===== src/rtl/wbsm_pkg.sv =====
// ----------------------------------------------------------------------------
// wbsm_pkg
// shared types, constants and helpers of the wildcard byte signature matcher
// ----------------------------------------------------------------------------
`default_nettype none

package wbsm_pkg;

  localparam int MaxPattern = 64;
  localparam int LenW       = $clog2(MaxPattern + 1);
  localparam int QDepth     = 2;
  localparam int QPtrW      = $clog2(QDepth);
  localparam int QCntW      = $clog2(QDepth + 1);

  localparam logic [7:0] CharSpace    = 8'h20;
  localparam logic [7:0] CharQuestion = 8'h3F;
  localparam logic [7:0] CharZero     = 8'h30;
  localparam logic [7:0] CharNine     = 8'h39;
  localparam logic [7:0] CharUpA      = 8'h41;
  localparam logic [7:0] CharUpF      = 8'h46;
  localparam logic [7:0] CharLowA     = 8'h61;
  localparam logic [7:0] CharLowF     = 8'h66;
  localparam logic [7:0] HexAlphaBase = 8'd10;

  typedef logic [LenW-1:0] len_t;

  typedef enum logic [1:0] {
    OP_CLEAR = 2'd0,
    OP_TEXT  = 2'd1,
    OP_RAW   = 2'd2,
    OP_DATA  = 2'd3
  } opcode_e;

  typedef enum logic [1:0] {
    CMD_NOP,
    CMD_CLEAR,
    CMD_APPEND,
    CMD_DATA
  } cmd_kind_e;

  typedef struct packed {
    cmd_kind_e  kind;
    logic [7:0] value;
    logic       wild;
  } cmd_t;

  // {valid, nibble}
  function automatic logic [4:0] hex_digit(logic [7:0] c);
    logic [7:0] u;
    logic [4:0] r;
    r = '0;
    u = c;
    if (c >= CharZero && c <= CharNine) begin
      r = {1'b1, 4'(c - CharZero)};
    end else begin
      if (c >= CharLowA && c <= CharLowF) begin
        u = c - CharLowA + CharUpA;
      end
      if (u >= CharUpA && u <= CharUpF) begin
        r = {1'b1, 4'(u - CharUpA + HexAlphaBase)};
      end
    end
    return r;
  endfunction

endpackage

`default_nettype wire


===== src/rtl/wbsm_fifo.sv =====
// ----------------------------------------------------------------------------
// wbsm_fifo
// short command queue between the parser front and the match back end
// ----------------------------------------------------------------------------
`default_nettype none

module wbsm_fifo (
  input  logic          clk_i,
  input  logic          rst_ni,
  input  logic          push_i,
  input  wbsm_pkg::cmd_t push_cmd_i,
  output logic          full_o,
  input  logic          pop_i,
  output logic          valid_o,
  output wbsm_pkg::cmd_t head_o
);
  import wbsm_pkg::*;

  cmd_t             mem_q [QDepth];
  logic [QPtrW-1:0] wr_q;
  logic [QPtrW-1:0] rd_q;
  logic [QCntW-1:0] cnt_q;
  logic             push_en;
  logic             pop_en;

  assign full_o  = (cnt_q == QCntW'(QDepth));
  assign valid_o = (cnt_q != '0);
  assign head_o  = mem_q[rd_q];
  assign push_en = push_i && !full_o;
  assign pop_en  = pop_i && valid_o;

  always_ff @(posedge clk_i or negedge rst_ni) begin
    if (!rst_ni) begin
      wr_q  <= '0;
      rd_q  <= '0;
      cnt_q <= '0;
    end else begin
      if (push_en) begin
        wr_q <= wr_q + 1'b1;
      end
      if (pop_en) begin
        rd_q <= rd_q + 1'b1;
      end
      if (push_en && !pop_en) begin
        cnt_q <= cnt_q + 1'b1;
      end else if (pop_en && !push_en) begin
        cnt_q <= cnt_q - 1'b1;
      end
    end
  end

  always_ff @(posedge clk_i) begin
    if (push_en) begin
      mem_q[wr_q] <= push_cmd_i;
    end
  end

endmodule

`default_nettype wire


===== src/rtl/wbsm_front.sv =====
// ----------------------------------------------------------------------------
// wbsm_front
// accepts items, runs the signature text parser and emits one command per beat
// ----------------------------------------------------------------------------
`default_nettype none

module wbsm_front (
  input  logic           clk_i,
  input  logic           rst_ni,
  input  logic           in_valid_i,
  output logic           in_ready_o,
  input  logic [1:0]     opcode_i,
  input  logic [7:0]     character_i,
  input  logic [7:0]     byte_value_i,
  input  logic           q_full_i,
  output logic           cmd_valid_o,
  output wbsm_pkg::cmd_t cmd_o
);
  import wbsm_pkg::*;

  logic [7:0] pend_q, pend_d;
  logic       pend_valid_q, pend_valid_d;
  logic       skip_q, skip_d;
  logic       accept;
  logic       done;
  logic [4:0] hex_hi;
  logic [4:0] hex_lo;
  cmd_t       cmd;

  assign in_ready_o  = !q_full_i;
  assign accept      = in_valid_i && in_ready_o;
  assign cmd_valid_o = accept;
  assign cmd_o       = cmd;
  assign hex_hi      = hex_digit(pend_q);
  assign hex_lo      = hex_digit(character_i);

  always_comb begin
    cmd.kind     = CMD_NOP;
    cmd.value    = byte_value_i;
    cmd.wild     = 1'b0;
    pend_d       = pend_q;
    pend_valid_d = pend_valid_q;
    skip_d       = skip_q;
    done         = 1'b0;
    case (opcode_e'(opcode_i))
      OP_CLEAR: begin
        cmd.kind     = CMD_CLEAR;
        pend_d       = '0;
        pend_valid_d = 1'b0;
        skip_d       = 1'b0;
      end
      OP_TEXT: begin
        // a '?' right after a '?' is part of the same wildcard
        if (skip_q) begin
          skip_d = 1'b0;
          if (character_i == CharQuestion) begin
            done = 1'b1;
          end
        end
        if (!done && pend_valid_q) begin
          pend_valid_d = 1'b0;
          pend_d       = '0;
          if (hex_hi[4] && hex_lo[4]) begin
            cmd.kind  = CMD_APPEND;
            cmd.value = {hex_hi[3:0], hex_lo[3:0]};
            done      = 1'b1;
          end
        end
        // bad pair: first char dropped, this one parsed fresh
        if (!done) begin
          if (character_i == CharQuestion) begin
            cmd.kind  = CMD_APPEND;
            cmd.value = '0;
            cmd.wild  = 1'b1;
            skip_d    = 1'b1;
          end else if (character_i != CharSpace) begin
            pend_d       = character_i;
            pend_valid_d = 1'b1;
          end
        end
      end
      OP_RAW: begin
        cmd.kind = CMD_APPEND;
        if (character_i == CharQuestion) begin
          cmd.value = '0;
          cmd.wild  = 1'b1;
        end
      end
      OP_DATA: begin
        cmd.kind = CMD_DATA;
      end
      default: begin
        cmd.kind = CMD_NOP;
      end
    endcase
  end

  always_ff @(posedge clk_i or negedge rst_ni) begin
    if (!rst_ni) begin
      pend_q       <= '0;
      pend_valid_q <= 1'b0;
      skip_q       <= 1'b0;
    end else if (accept) begin
      pend_q       <= pend_d;
      pend_valid_q <= pend_valid_d;
      skip_q       <= skip_d;
    end
  end

endmodule

`default_nettype wire


===== src/rtl/wbsm_back.sv =====
// ----------------------------------------------------------------------------
// wbsm_back
// pattern store, data window and two-stage masked compare with output register
// ----------------------------------------------------------------------------
`default_nettype none

module wbsm_back (
  input  logic           clk_i,
  input  logic           rst_ni,
  input  logic           cmd_valid_i,
  input  wbsm_pkg::cmd_t cmd_i,
  output logic           cmd_ready_o,
  output logic           out_valid_o,
  input  logic           out_ready_i,
  output logic           match_o,
  output logic [6:0]     pattern_length_o,
  output logic           overflow_o
);
  import wbsm_pkg::*;

  // pattern kept newest-first so entry k lines up with window entry k
  logic [7:0]      pbyte_q [MaxPattern];
  logic            pwild_q [MaxPattern];
  logic [7:0]      win_q   [MaxPattern];
  logic [7:0]      win_new [MaxPattern];
  len_t            len_q, len_d;
  len_t            seen_q, seen_d;
  logic            ovf_q, ovf_d;
  logic            take;
  logic            do_append;
  logic            do_data;
  logic [MaxPattern-1:0] hits;

  logic                  s1_valid_q;
  logic                  s1_data_q;
  logic                  s1_short_q;
  logic [MaxPattern-1:0] s1_hits_q;
  len_t                  s1_len_q;
  logic                  s1_ovf_q;
  logic                  s1_adv;

  logic                  out_valid_q;
  logic                  match_q;
  len_t                  out_len_q;
  logic                  out_ovf_q;

  assign s1_adv      = s1_valid_q && (!out_valid_q || out_ready_i);
  assign cmd_ready_o = !s1_valid_q || s1_adv;
  assign take        = cmd_valid_i && cmd_ready_o;
  assign do_append   = take && (cmd_i.kind == CMD_APPEND) && (len_q != len_t'(MaxPattern));
  assign do_data     = take && (cmd_i.kind == CMD_DATA);

  always_comb begin
    len_d  = len_q;
    ovf_d  = ovf_q;
    seen_d = seen_q;
    case (cmd_i.kind)
      CMD_CLEAR: begin
        len_d = '0;
        ovf_d = 1'b0;
      end
      CMD_APPEND: begin
        if (len_q == len_t'(MaxPattern)) begin
          ovf_d = 1'b1;
        end else begin
          len_d = len_q + 1'b1;
        end
      end
      CMD_DATA: begin
        if (seen_q != len_t'(MaxPattern)) begin
          seen_d = seen_q + 1'b1;
        end
      end
      default: begin
        len_d = len_q;
      end
    endcase
  end

  always_comb begin
    win_new[0] = cmd_i.value;
    for (int k = 1; k < MaxPattern; k++) begin
      win_new[k] = win_q[k-1];
    end
    // entries past the pattern length never block a match
    for (int k = 0; k < MaxPattern; k++) begin
      hits[k] = (len_t'(k) >= len_q) || pwild_q[k] || (pbyte_q[k] == win_new[k]);
    end
  end

  always_ff @(posedge clk_i or negedge rst_ni) begin
    if (!rst_ni) begin
      len_q       <= '0;
      seen_q      <= '0;
      ovf_q       <= 1'b0;
      s1_valid_q  <= 1'b0;
      out_valid_q <= 1'b0;
    end else begin
      if (take) begin
        len_q  <= len_d;
        seen_q <= seen_d;
        ovf_q  <= ovf_d;
      end
      if (take) begin
        s1_valid_q <= 1'b1;
      end else if (s1_adv) begin
        s1_valid_q <= 1'b0;
      end
      if (s1_adv) begin
        out_valid_q <= 1'b1;
      end else if (out_ready_i) begin
        out_valid_q <= 1'b0;
      end
    end
  end

  always_ff @(posedge clk_i) begin
    if (do_append) begin
      pbyte_q[0] <= cmd_i.value;
      pwild_q[0] <= cmd_i.wild;
      for (int k = 1; k < MaxPattern; k++) begin
        pbyte_q[k] <= pbyte_q[k-1];
        pwild_q[k] <= pwild_q[k-1];
      end
    end
    if (do_data) begin
      win_q <= win_new;
    end
    if (take) begin
      s1_data_q  <= (cmd_i.kind == CMD_DATA);
      s1_short_q <= (seen_d < len_q);
      s1_hits_q  <= hits;
      s1_len_q   <= len_d;
      s1_ovf_q   <= ovf_d;
    end
    if (s1_adv) begin
      match_q   <= s1_data_q && !s1_short_q && (&s1_hits_q);
      out_len_q <= s1_len_q;
      out_ovf_q <= s1_ovf_q;
    end
  end

  assign out_valid_o      = out_valid_q;
  assign match_o          = match_q;
  assign pattern_length_o = 7'(out_len_q);
  assign overflow_o       = out_ovf_q;

endmodule

`default_nettype wire


===== src/rtl/wildcard_byte_signature_matcher_core.sv =====
// after its item is accepted, a result passes the command queue, compare register and output register
// throughput: one item and one data-byte window compare per cycle while out_ready_i stays high
// the input stalls only when the 2-entry command queue is full
// reset (async, active low): parser state, pattern length, byte count, overflow
// and all valid flags clear at once; pattern and window storage are not cleared
// ----------------------------------------------------------------------------
// wildcard_byte_signature_matcher_core
// masked byte pattern matcher with wildcard signature parsing
// ----------------------------------------------------------------------------
`default_nettype none

module wildcard_byte_signature_matcher_core (
  input  logic       clk_i,
  input  logic       rst_ni,
  input  logic       in_valid_i,
  output logic       in_ready_o,
  input  logic [1:0] opcode_i,
  input  logic [7:0] character_i,
  input  logic [7:0] byte_value_i,
  output logic       out_valid_o,
  input  logic       out_ready_i,
  output logic       match_o,
  output logic [6:0] pattern_length_o,
  output logic       overflow_o
);
  import wbsm_pkg::*;

  cmd_t front_cmd;
  logic front_valid;
  logic q_full;
  cmd_t q_head;
  logic q_valid;
  logic back_ready;

  wbsm_front u_front (
    .clk_i        (clk_i),
    .rst_ni       (rst_ni),
    .in_valid_i   (in_valid_i),
    .in_ready_o   (in_ready_o),
    .opcode_i     (opcode_i),
    .character_i  (character_i),
    .byte_value_i (byte_value_i),
    .q_full_i     (q_full),
    .cmd_valid_o  (front_valid),
    .cmd_o        (front_cmd)
  );

  wbsm_fifo u_fifo (
    .clk_i      (clk_i),
    .rst_ni     (rst_ni),
    .push_i     (front_valid),
    .push_cmd_i (front_cmd),
    .full_o     (q_full),
    .pop_i      (back_ready),
    .valid_o    (q_valid),
    .head_o     (q_head)
  );

  wbsm_back u_back (
    .clk_i            (clk_i),
    .rst_ni           (rst_ni),
    .cmd_valid_i      (q_valid),
    .cmd_i            (q_head),
    .cmd_ready_o      (back_ready),
    .out_valid_o      (out_valid_o),
    .out_ready_i      (out_ready_i),
    .match_o          (match_o),
    .pattern_length_o (pattern_length_o),
    .overflow_o       (overflow_o)
  );

endmodule

`default_nettype wire


===== config.mk =====
export PLATFORM = sky130hd
export DESIGN_NAME = wildcard_byte_signature_matcher_core
export DESIGN_NICKNAME = d
export VERILOG_FILES = /design/src/rtl/wbsm_pkg.sv /design/src/rtl/wbsm_fifo.sv /design/src/rtl/wbsm_front.sv /design/src/rtl/wbsm_back.sv /design/src/rtl/wildcard_byte_signature_matcher_core.sv
export SDC_FILE = /design/constraint.sdc
export NUM_CORES = 1
export LEC_CHECK = 0
export ABC_AREA = 0
export ABC_CLOCK_PERIOD_IN_PS = 35600
export BUFFER_PORTS_ARGS = -buffer_cell sky130_fd_sc_hd__buf_2
export CAP_MARGIN = 20
export CORE_UTILIZATION = 40
export DETAILED_ROUTE_END_ITERATION = 10
export SYNTH_ARGS = -nofsm -noshare
export SYNTH_HDL_FRONTEND = slang
export SYNTH_SLANG_ARGS = --single-unit
export TNS_END_PERCENT = 20

===== constraint.sdc =====
create_clock -name clk_i -period 35.6 [get_ports clk_i]
set_input_delay 1.78 -clock clk_i [delete_from_list [all_inputs] [get_ports clk_i]]
set_output_delay 1.78 -clock clk_i [all_outputs]
set_load 0.01 [all_outputs]

* Word level (Yosys, flattened, before mapping)
Memories as Yosys holds them, arrays and structs flattened.
Index checks and enable logic that the tools add are counted.
** Operators by class
- Mux-type cells :: 49
- Eq/ne operators :: 76
- $lt $le $gt $ge :: 77
- Reductions and logical operators :: 164
- Add/sub/neg operators :: 16
** Operator list (number)
- $eq 8x8->1 :: 64
- $ge 6x7->1 const A :: 32
- $logic_or 1x1->1 :: 130
- $ge 5x7->1 const A :: 16
- $mux 8 :: 8
- $reduce_and 64->1 :: 1
- $ge 4x7->1 const A :: 8
- $ge 8x7->1 const B :: 4
- $le 8x7->1 const B :: 4
- $ge 3x7->1 const A :: 4
- $mux 11 :: 2
- $mux 7 :: 3
- $mux 1 :: 20
- $mux 10 :: 2
- $mux 5 :: 4
- $logic_and 1x1->1 :: 19
- $pmux 9 s2 :: 1
- $add 8x7->8 const B :: 2
- $ge 8x6->1 const B :: 2
- $le 8x6->1 const B :: 2
- $pmux 8 s2 :: 1
- $sub 4x1->4 const B :: 4
- $sub 8x7->8 const B :: 2
- $add 7x1->7 const B :: 2
- 22 further kinds :: 45
** Word-level totals
- Memory bits (writable) :: 598
- Memories kept :: 3
- Flip-flop bits (word level) :: 618
** Memories
- u_back.pbyte_q :: words 64, width 8, rd ports 64, clocked after memory_dff 0, write ports 64, RTL line wbsm_back.sv:22 : logic [7:0] pbyte_q [MaxPattern];
- u_back.pwild_q :: words 64, width 1, rd ports 64, clocked after memory_dff 0, write ports 64, RTL line wbsm_back.sv:23 : logic pwild_q [MaxPattern];
- u_fifo.mem_q :: words 2, width 11, rd ports 1, clocked after memory_dff 0, write ports 1, RTL line wbsm_fifo.sv:19 : cmd_t mem_q [QDepth];

* Logic depth before layout (Yosys ltp)
- Depth in word-level cells :: 14
- Mapped depth :: 12
- Gate-level depth less buffers :: 11

* Modules after synthesis
A second synthesis with hierarchy kept.
** Unflattened totals
- Cell total of the unflattened synthesis :: 2362
- Area total of the unflattened synthesis :: 44984.4 um^2
** Modules (own cells, without submodules)
- wbsm_back :: cells each 2175, times used 1, area an instance 42757.3 um^2, sequential area each 35348.9 um^2
- wbsm_front :: cells each 134, times used 1, area an instance 1187.4 um^2, sequential area each 250.2 um^2
- wbsm_fifo :: cells each 53, times used 1, area an instance 1039.7 um^2, sequential area each 760.7 um^2

* Worst setup path before layout
No wires, ideal clock.
- Kind :: input-to-reg
- Start point :: input port out_ready_i
- End point :: memory u_back.pbyte_q[0][0] (enable)
- Data required time :: 34067 ps
- Arrival time :: 25954 ps
- Stages :: 4
- Path slack :: 8113 ps
- Path buffers :: 0
- Path through :: nor2b_1 nand2_1 o21ai_1 nor2_1
** RTL lines
- start: declaration :: RTL line wildcard_byte_signature_matcher_core.sv:21 : input logic out_ready_i,
- end: declaration :: RTL line wbsm_back.sv:22

* Worst setup path in the final report
- Start point :: input port out_ready_i
- End point :: register u_back.win_q, in the netlist u_back.win_new[97] (enable)
** On the way
- Longest elaborated chain between the ends :: 5
** Ends and longest elaborated chain
- $logic_or 1x1->1 :: RTL line wbsm_back.sv:47 : assign s1_adv = s1_valid_q && (!out_valid_q || out_ready_i);
- $logic_and 1x1->1 :: RTL line wbsm_back.sv:47
- $logic_or 1x1->1 :: RTL line wbsm_back.sv:48 : assign cmd_ready_o = !s1_valid_q || s1_adv;
- $logic_and 1x1->1 :: RTL line wbsm_back.sv:49 : assign take = cmd_valid_i && cmd_ready_o;
- $logic_and 1x1->1 :: RTL line wbsm_back.sv:51 : assign do_data = take && (cmd_i.kind == CMD_DATA);
- net u_back.do_data :: RTL line wbsm_back.sv:31 : logic do_data;
- end signal: assignment :: RTL line wbsm_back.sv:127 : win_q <= win_new;
- end: declaration :: RTL line wbsm_back.sv:24 : logic [7:0] win_q [MaxPattern];
The timed path passes the listed nets, and every way through them passes these cells.
A chain may end at the register's enable or synchronous reset.

==> impl_summary.md <==
Clock tree
The number of buffers inserted by post-CTS setup repair is 0. Counting along the longest clock path gives a buffer depth of 3. The tree is rooted in a clkbuf_16.

The latest clock arrival within the worst-skew pair is 0.70 ns. Clock tree synthesis found a total of ~1.2k sinks. After clock tree synthesis, the clock-pin slew on the worst setup and hold paths is about 0.060 ns. The clock tree from TritonCTS is built.

The H-tree was split into 3 levels. In this run, post-CTS hold repair placed 0 buffers. Post-CTS repair changed the size of 0 cells. TritonCTS created approximately 120 clock buffers.

STA
The accumulated negative setup slack is 0 ns. The tightest hold margin is 0.4181 ns. The total count of max-transition violations in the final report was 0. The normalized max-slew margin is 0.2526. The minimum clock period is between 5 and 6 ns. The worst clock skew on the final layout is between 0.04 and 0.05 ns. Of the available clock period, the critical path in the final layout requires 0.1623. The total setup violations reported at the end of the flow is 0. The number of failing hold endpoints at the final stage is 0. At the pin with the least slew margin, the transition time is roughly 1.1 ns. Timing would allow up to ~170 MHz.

Setup repair after global routing left no endpoint under its margin.

Synthesis
After technology mapping, the gate count stands at around 2.4k. When the netlist entered floorplanning its net count stood at 2419. The share of flip-flops with an asynchronous set or reset after synthesis is 0.02549.

The simple-gate share of the synthesized area is 0.04008. The dominant combinational cell family by area after synthesis is XOR/XNOR gates. The fraction of the mapped netlist area in compound gates was 0.02738. In the synthesized netlist the dominant register cell turns out to be edfxtp_1. The share of the Yosys chip area taken by registers is 0.8111.

Of the total synthesized cell area, the portion taken by XOR and XNOR cells is 0.1032. The multiplexer share of the synthesized area is 0.004494. The mean cell area of the mapped netlist is between 15 and 20 µm². The cell with the most instances after synthesis is edfxtp_1. Synthesis instantiated 69 different standard cells from the library. The synthesized design contains 1216 register bits.

The number of warning messages in the yosys log is 0. Sorting the synthesized cells by area gives the leading types as edfxtp_1 (79%), xnor2_1 (8.2%), xor2_1 (2.1%), dfrtp_1 (1.7%), nand4_1 (1.7%). Of the total synthesized cell area, the portion taken by full adders, half adders and majority gates is 0.008932. The leading area contributor after synthesis is edfxtp_1.

Of the post-synthesis cell area, the dominant cell type holds 0.7938. Ranked by instance count, the synthesized netlist is headed by edfxtp_1 (1185), xnor2_1 (420), nand4_1 (123). The post-synthesis instance area is roughly 45000 µm². The count of flip-flops with a built-in enable after synthesis is about 1.2k.

Worst setup path
At the worst endpoint, the arrival time is slightly above 6 ns. The data required time at the worst endpoint is 35.89 ns. STA classifies the critical path endpoint as a flop. The type of the worst setup path is in2reg.

The maximum fanout count along the critical path is 78. The type of element launching the critical path is a primary input.

Job
Across the run, the number of max-cap violations was 0.

Detailed routing
Once detail routing completed, the nets flagged for antenna violations numbered 0. The post-detailed-route DRC marker count is 0. For this block, the initial DRC count from the detailed router was between 2k and 2.5k. The total via count in the routed design is 20.43k. The final layout contains routed wiring with a total length of slightly above 80 mm. The first-pass iteration count of the detailed router is 5. The vias per cell is 4.993. After detailed routing, the average wire length per cell comes to about 20 µm.

Global route
The via count of the first global-routing pass is 21.09k. In the global route stage, overall resource usage came out at 0.1454. The initial antenna violation count is 4.

Entering global routing, the biggest net connects 187 pins. The wire length of the first global-routing pass is roughly 130 mm. The total congestion overflow after global routing is 0.

Die
The die covers ~110000 µm². The vertical die dimension is roughly 340 µm. The site row count is roughly 120. The effective utilization at floorplan is 0.4045. The area of the placeable core is ~110000 µm². 33 I/O pins were placed. The die outline width is 336.8 µm.

Placement
The detailed placer's ending HPWL is 52.72 mm. The cell count after placement is roughly 3.9k. At the end of routability-driven placement, the weighted congestion stood at 0.8114. In this run the tool buffered the top-level ports with 32 buffer cells. The standard cell area after detailed placement is roughly 47000 µm².

Outcome
The flow ran to the end, and the final reports show no timing, DRC or antenna violations.

Finish
The count of antenna diodes in the layout is 0. The area growth from synthesis to layout is 13.15%. The cell area after layout is between 50000 and 60000 µm². At the end of the flow the core is filled with cells to 0.4577. The fraction of final layout cells sized beyond drive strength 1 is 0.1007. Once layout is complete, the cells apart from fillers number approximately 4k. In the final design database the tool counted about 2.6k nets.

Power and ir drop
The power density over the cells is about 75 nW/µm². The leakage power of the design is 0.01505 µW. The worst-case IR drop observed on VDD is about 49 µV.

Min path
The min-delay analysis places its worst path in the category reg2reg.
per-layer routing:
metal	vias up	global-route usage	wire length [µm]
met4	4	0.04265	1757
met2	518	0.2371	39920
met5	-	0	27
met3	123	0.02858	4509
li1	9347	-	-
met1	10434	0.1976	35650
where the power goes:
group          internal [µW]  switching, µW
sequential              1960            164
clock                    695            511
combinational            168            327
layout by cell type, fill, tap and decap left out, types with 3 or more instances in the layout:
cell and count:
edfxtp_1 1185, xnor2_1 420, nand4_1 123, clkbuf_16 117, xor2_1 108, o21ai_0 81, nor2_1 64, nand2_1 46
a21oi_1 40, nor4_1 35, ha_1 32, clkinv_2 32, buf_2 32, dfrtp_1 31, inv_1 26, clkinv_1 24
mux2_2 17, clkbuf_1 17, bufinv_16 13, buf_4 13, nand3_1 11, a22o_1 9, nor3_1 8, nand2b_1 7
a211oi_1 7, a31oi_1 6, clkinvlp_4 6, o31ai_1 5, and2_1 4, a21o_1 4, a221o_1 4, o211ai_1 4
a22o_2 4, nor2b_1 3, nand4b_1 3, o22ai_1 3, or3_1 3, buf_12 3
final cells by class:
cell class                 count  area (µm²)
multi-input combinational   1097        8268
sequential                  1216       36360
fill                        9330       60100
inverter                      30       115.1
timing repair buffer          50       372.9
clock inverter                76       752.0
clock buffer                 134        2992
tap                         1488        1862
sequential cells by signal (all words and copies together) (netlist names), 8 cells and up:
register	cells
u_back.pwild_q	64
u_back.pbyte_q	512
u_back.s1_hits_q	64
u_back.win_new	504
u_front.pend_q	8
u_fifo.mem_q	22
final timing paths:
kind | from | end | cells after the start | slack, ns
setup reg to reg | u_fifo.rd_q$_DFFE_PN0P_ | u_back.win_new[97]$_DFFE_PP_ | 10 | 29.91
hold / removal | u_back.s1_len_q[6]$_DFFE_PP_ | u_back.pattern_length_o[6]$_DFFE_PP_ | 0 | 0.42
max in group asynchronous | rst_ni | u_fifo.cnt_q[1]$_DFFE_PN0P_ | 1 | 33.84
setup / recovery | out_ready_i | u_back.win_new[97]$_DFFE_PP_ | 11 | 29.82
min in group asynchronous | rst_ni | u_back.seen_q[5]$_DFFE_PN0P_ | 1 | 1.21
hold reg to reg | u_back.s1_len_q[6]$_DFFE_PP_ | u_back.pattern_length_o[6]$_DFFE_PP_ | 0 | 0.42
worst max-delay path: stages:
cell,delay [ns]
buf_2,0.10
nor2b_1,0.04
nand2_1,0.08
o21ai_1,0.08
buf_4,0.20
nor2_4,0.27
buf_4,0.40
buf_16,0.34
buf_4,0.81
buf_4,0.84
buf_4,0.92
per-stage QoR:
stage / worst slack, ns / power [µW]
global placement: 28.15 / 2631
global route: 29.44 / 3981
finish: 29.82 / 3820
detailed placement: 28.03 / 2644
CTS: 28.78 / 3858
floorplan: 8.113 / 2736
logic make-up (layout without fill, tap and decap cells):
| family | Yosys count | after routing |
|---|---|---|
| adders and majority gates | 32 | 32 |
| AOI/OAI and AO/OA | 193 | 193 |
| buffers and inverters | 52 | 290 |
| and+or+nand+nor | 326 | 326 |
| xor gates and xnor gates | 528 | 528 |
| muxes | 18 | 18 |
| DFF | 1216 | 1216 |
No activity file was read; power rests on OpenSTA's default activity.
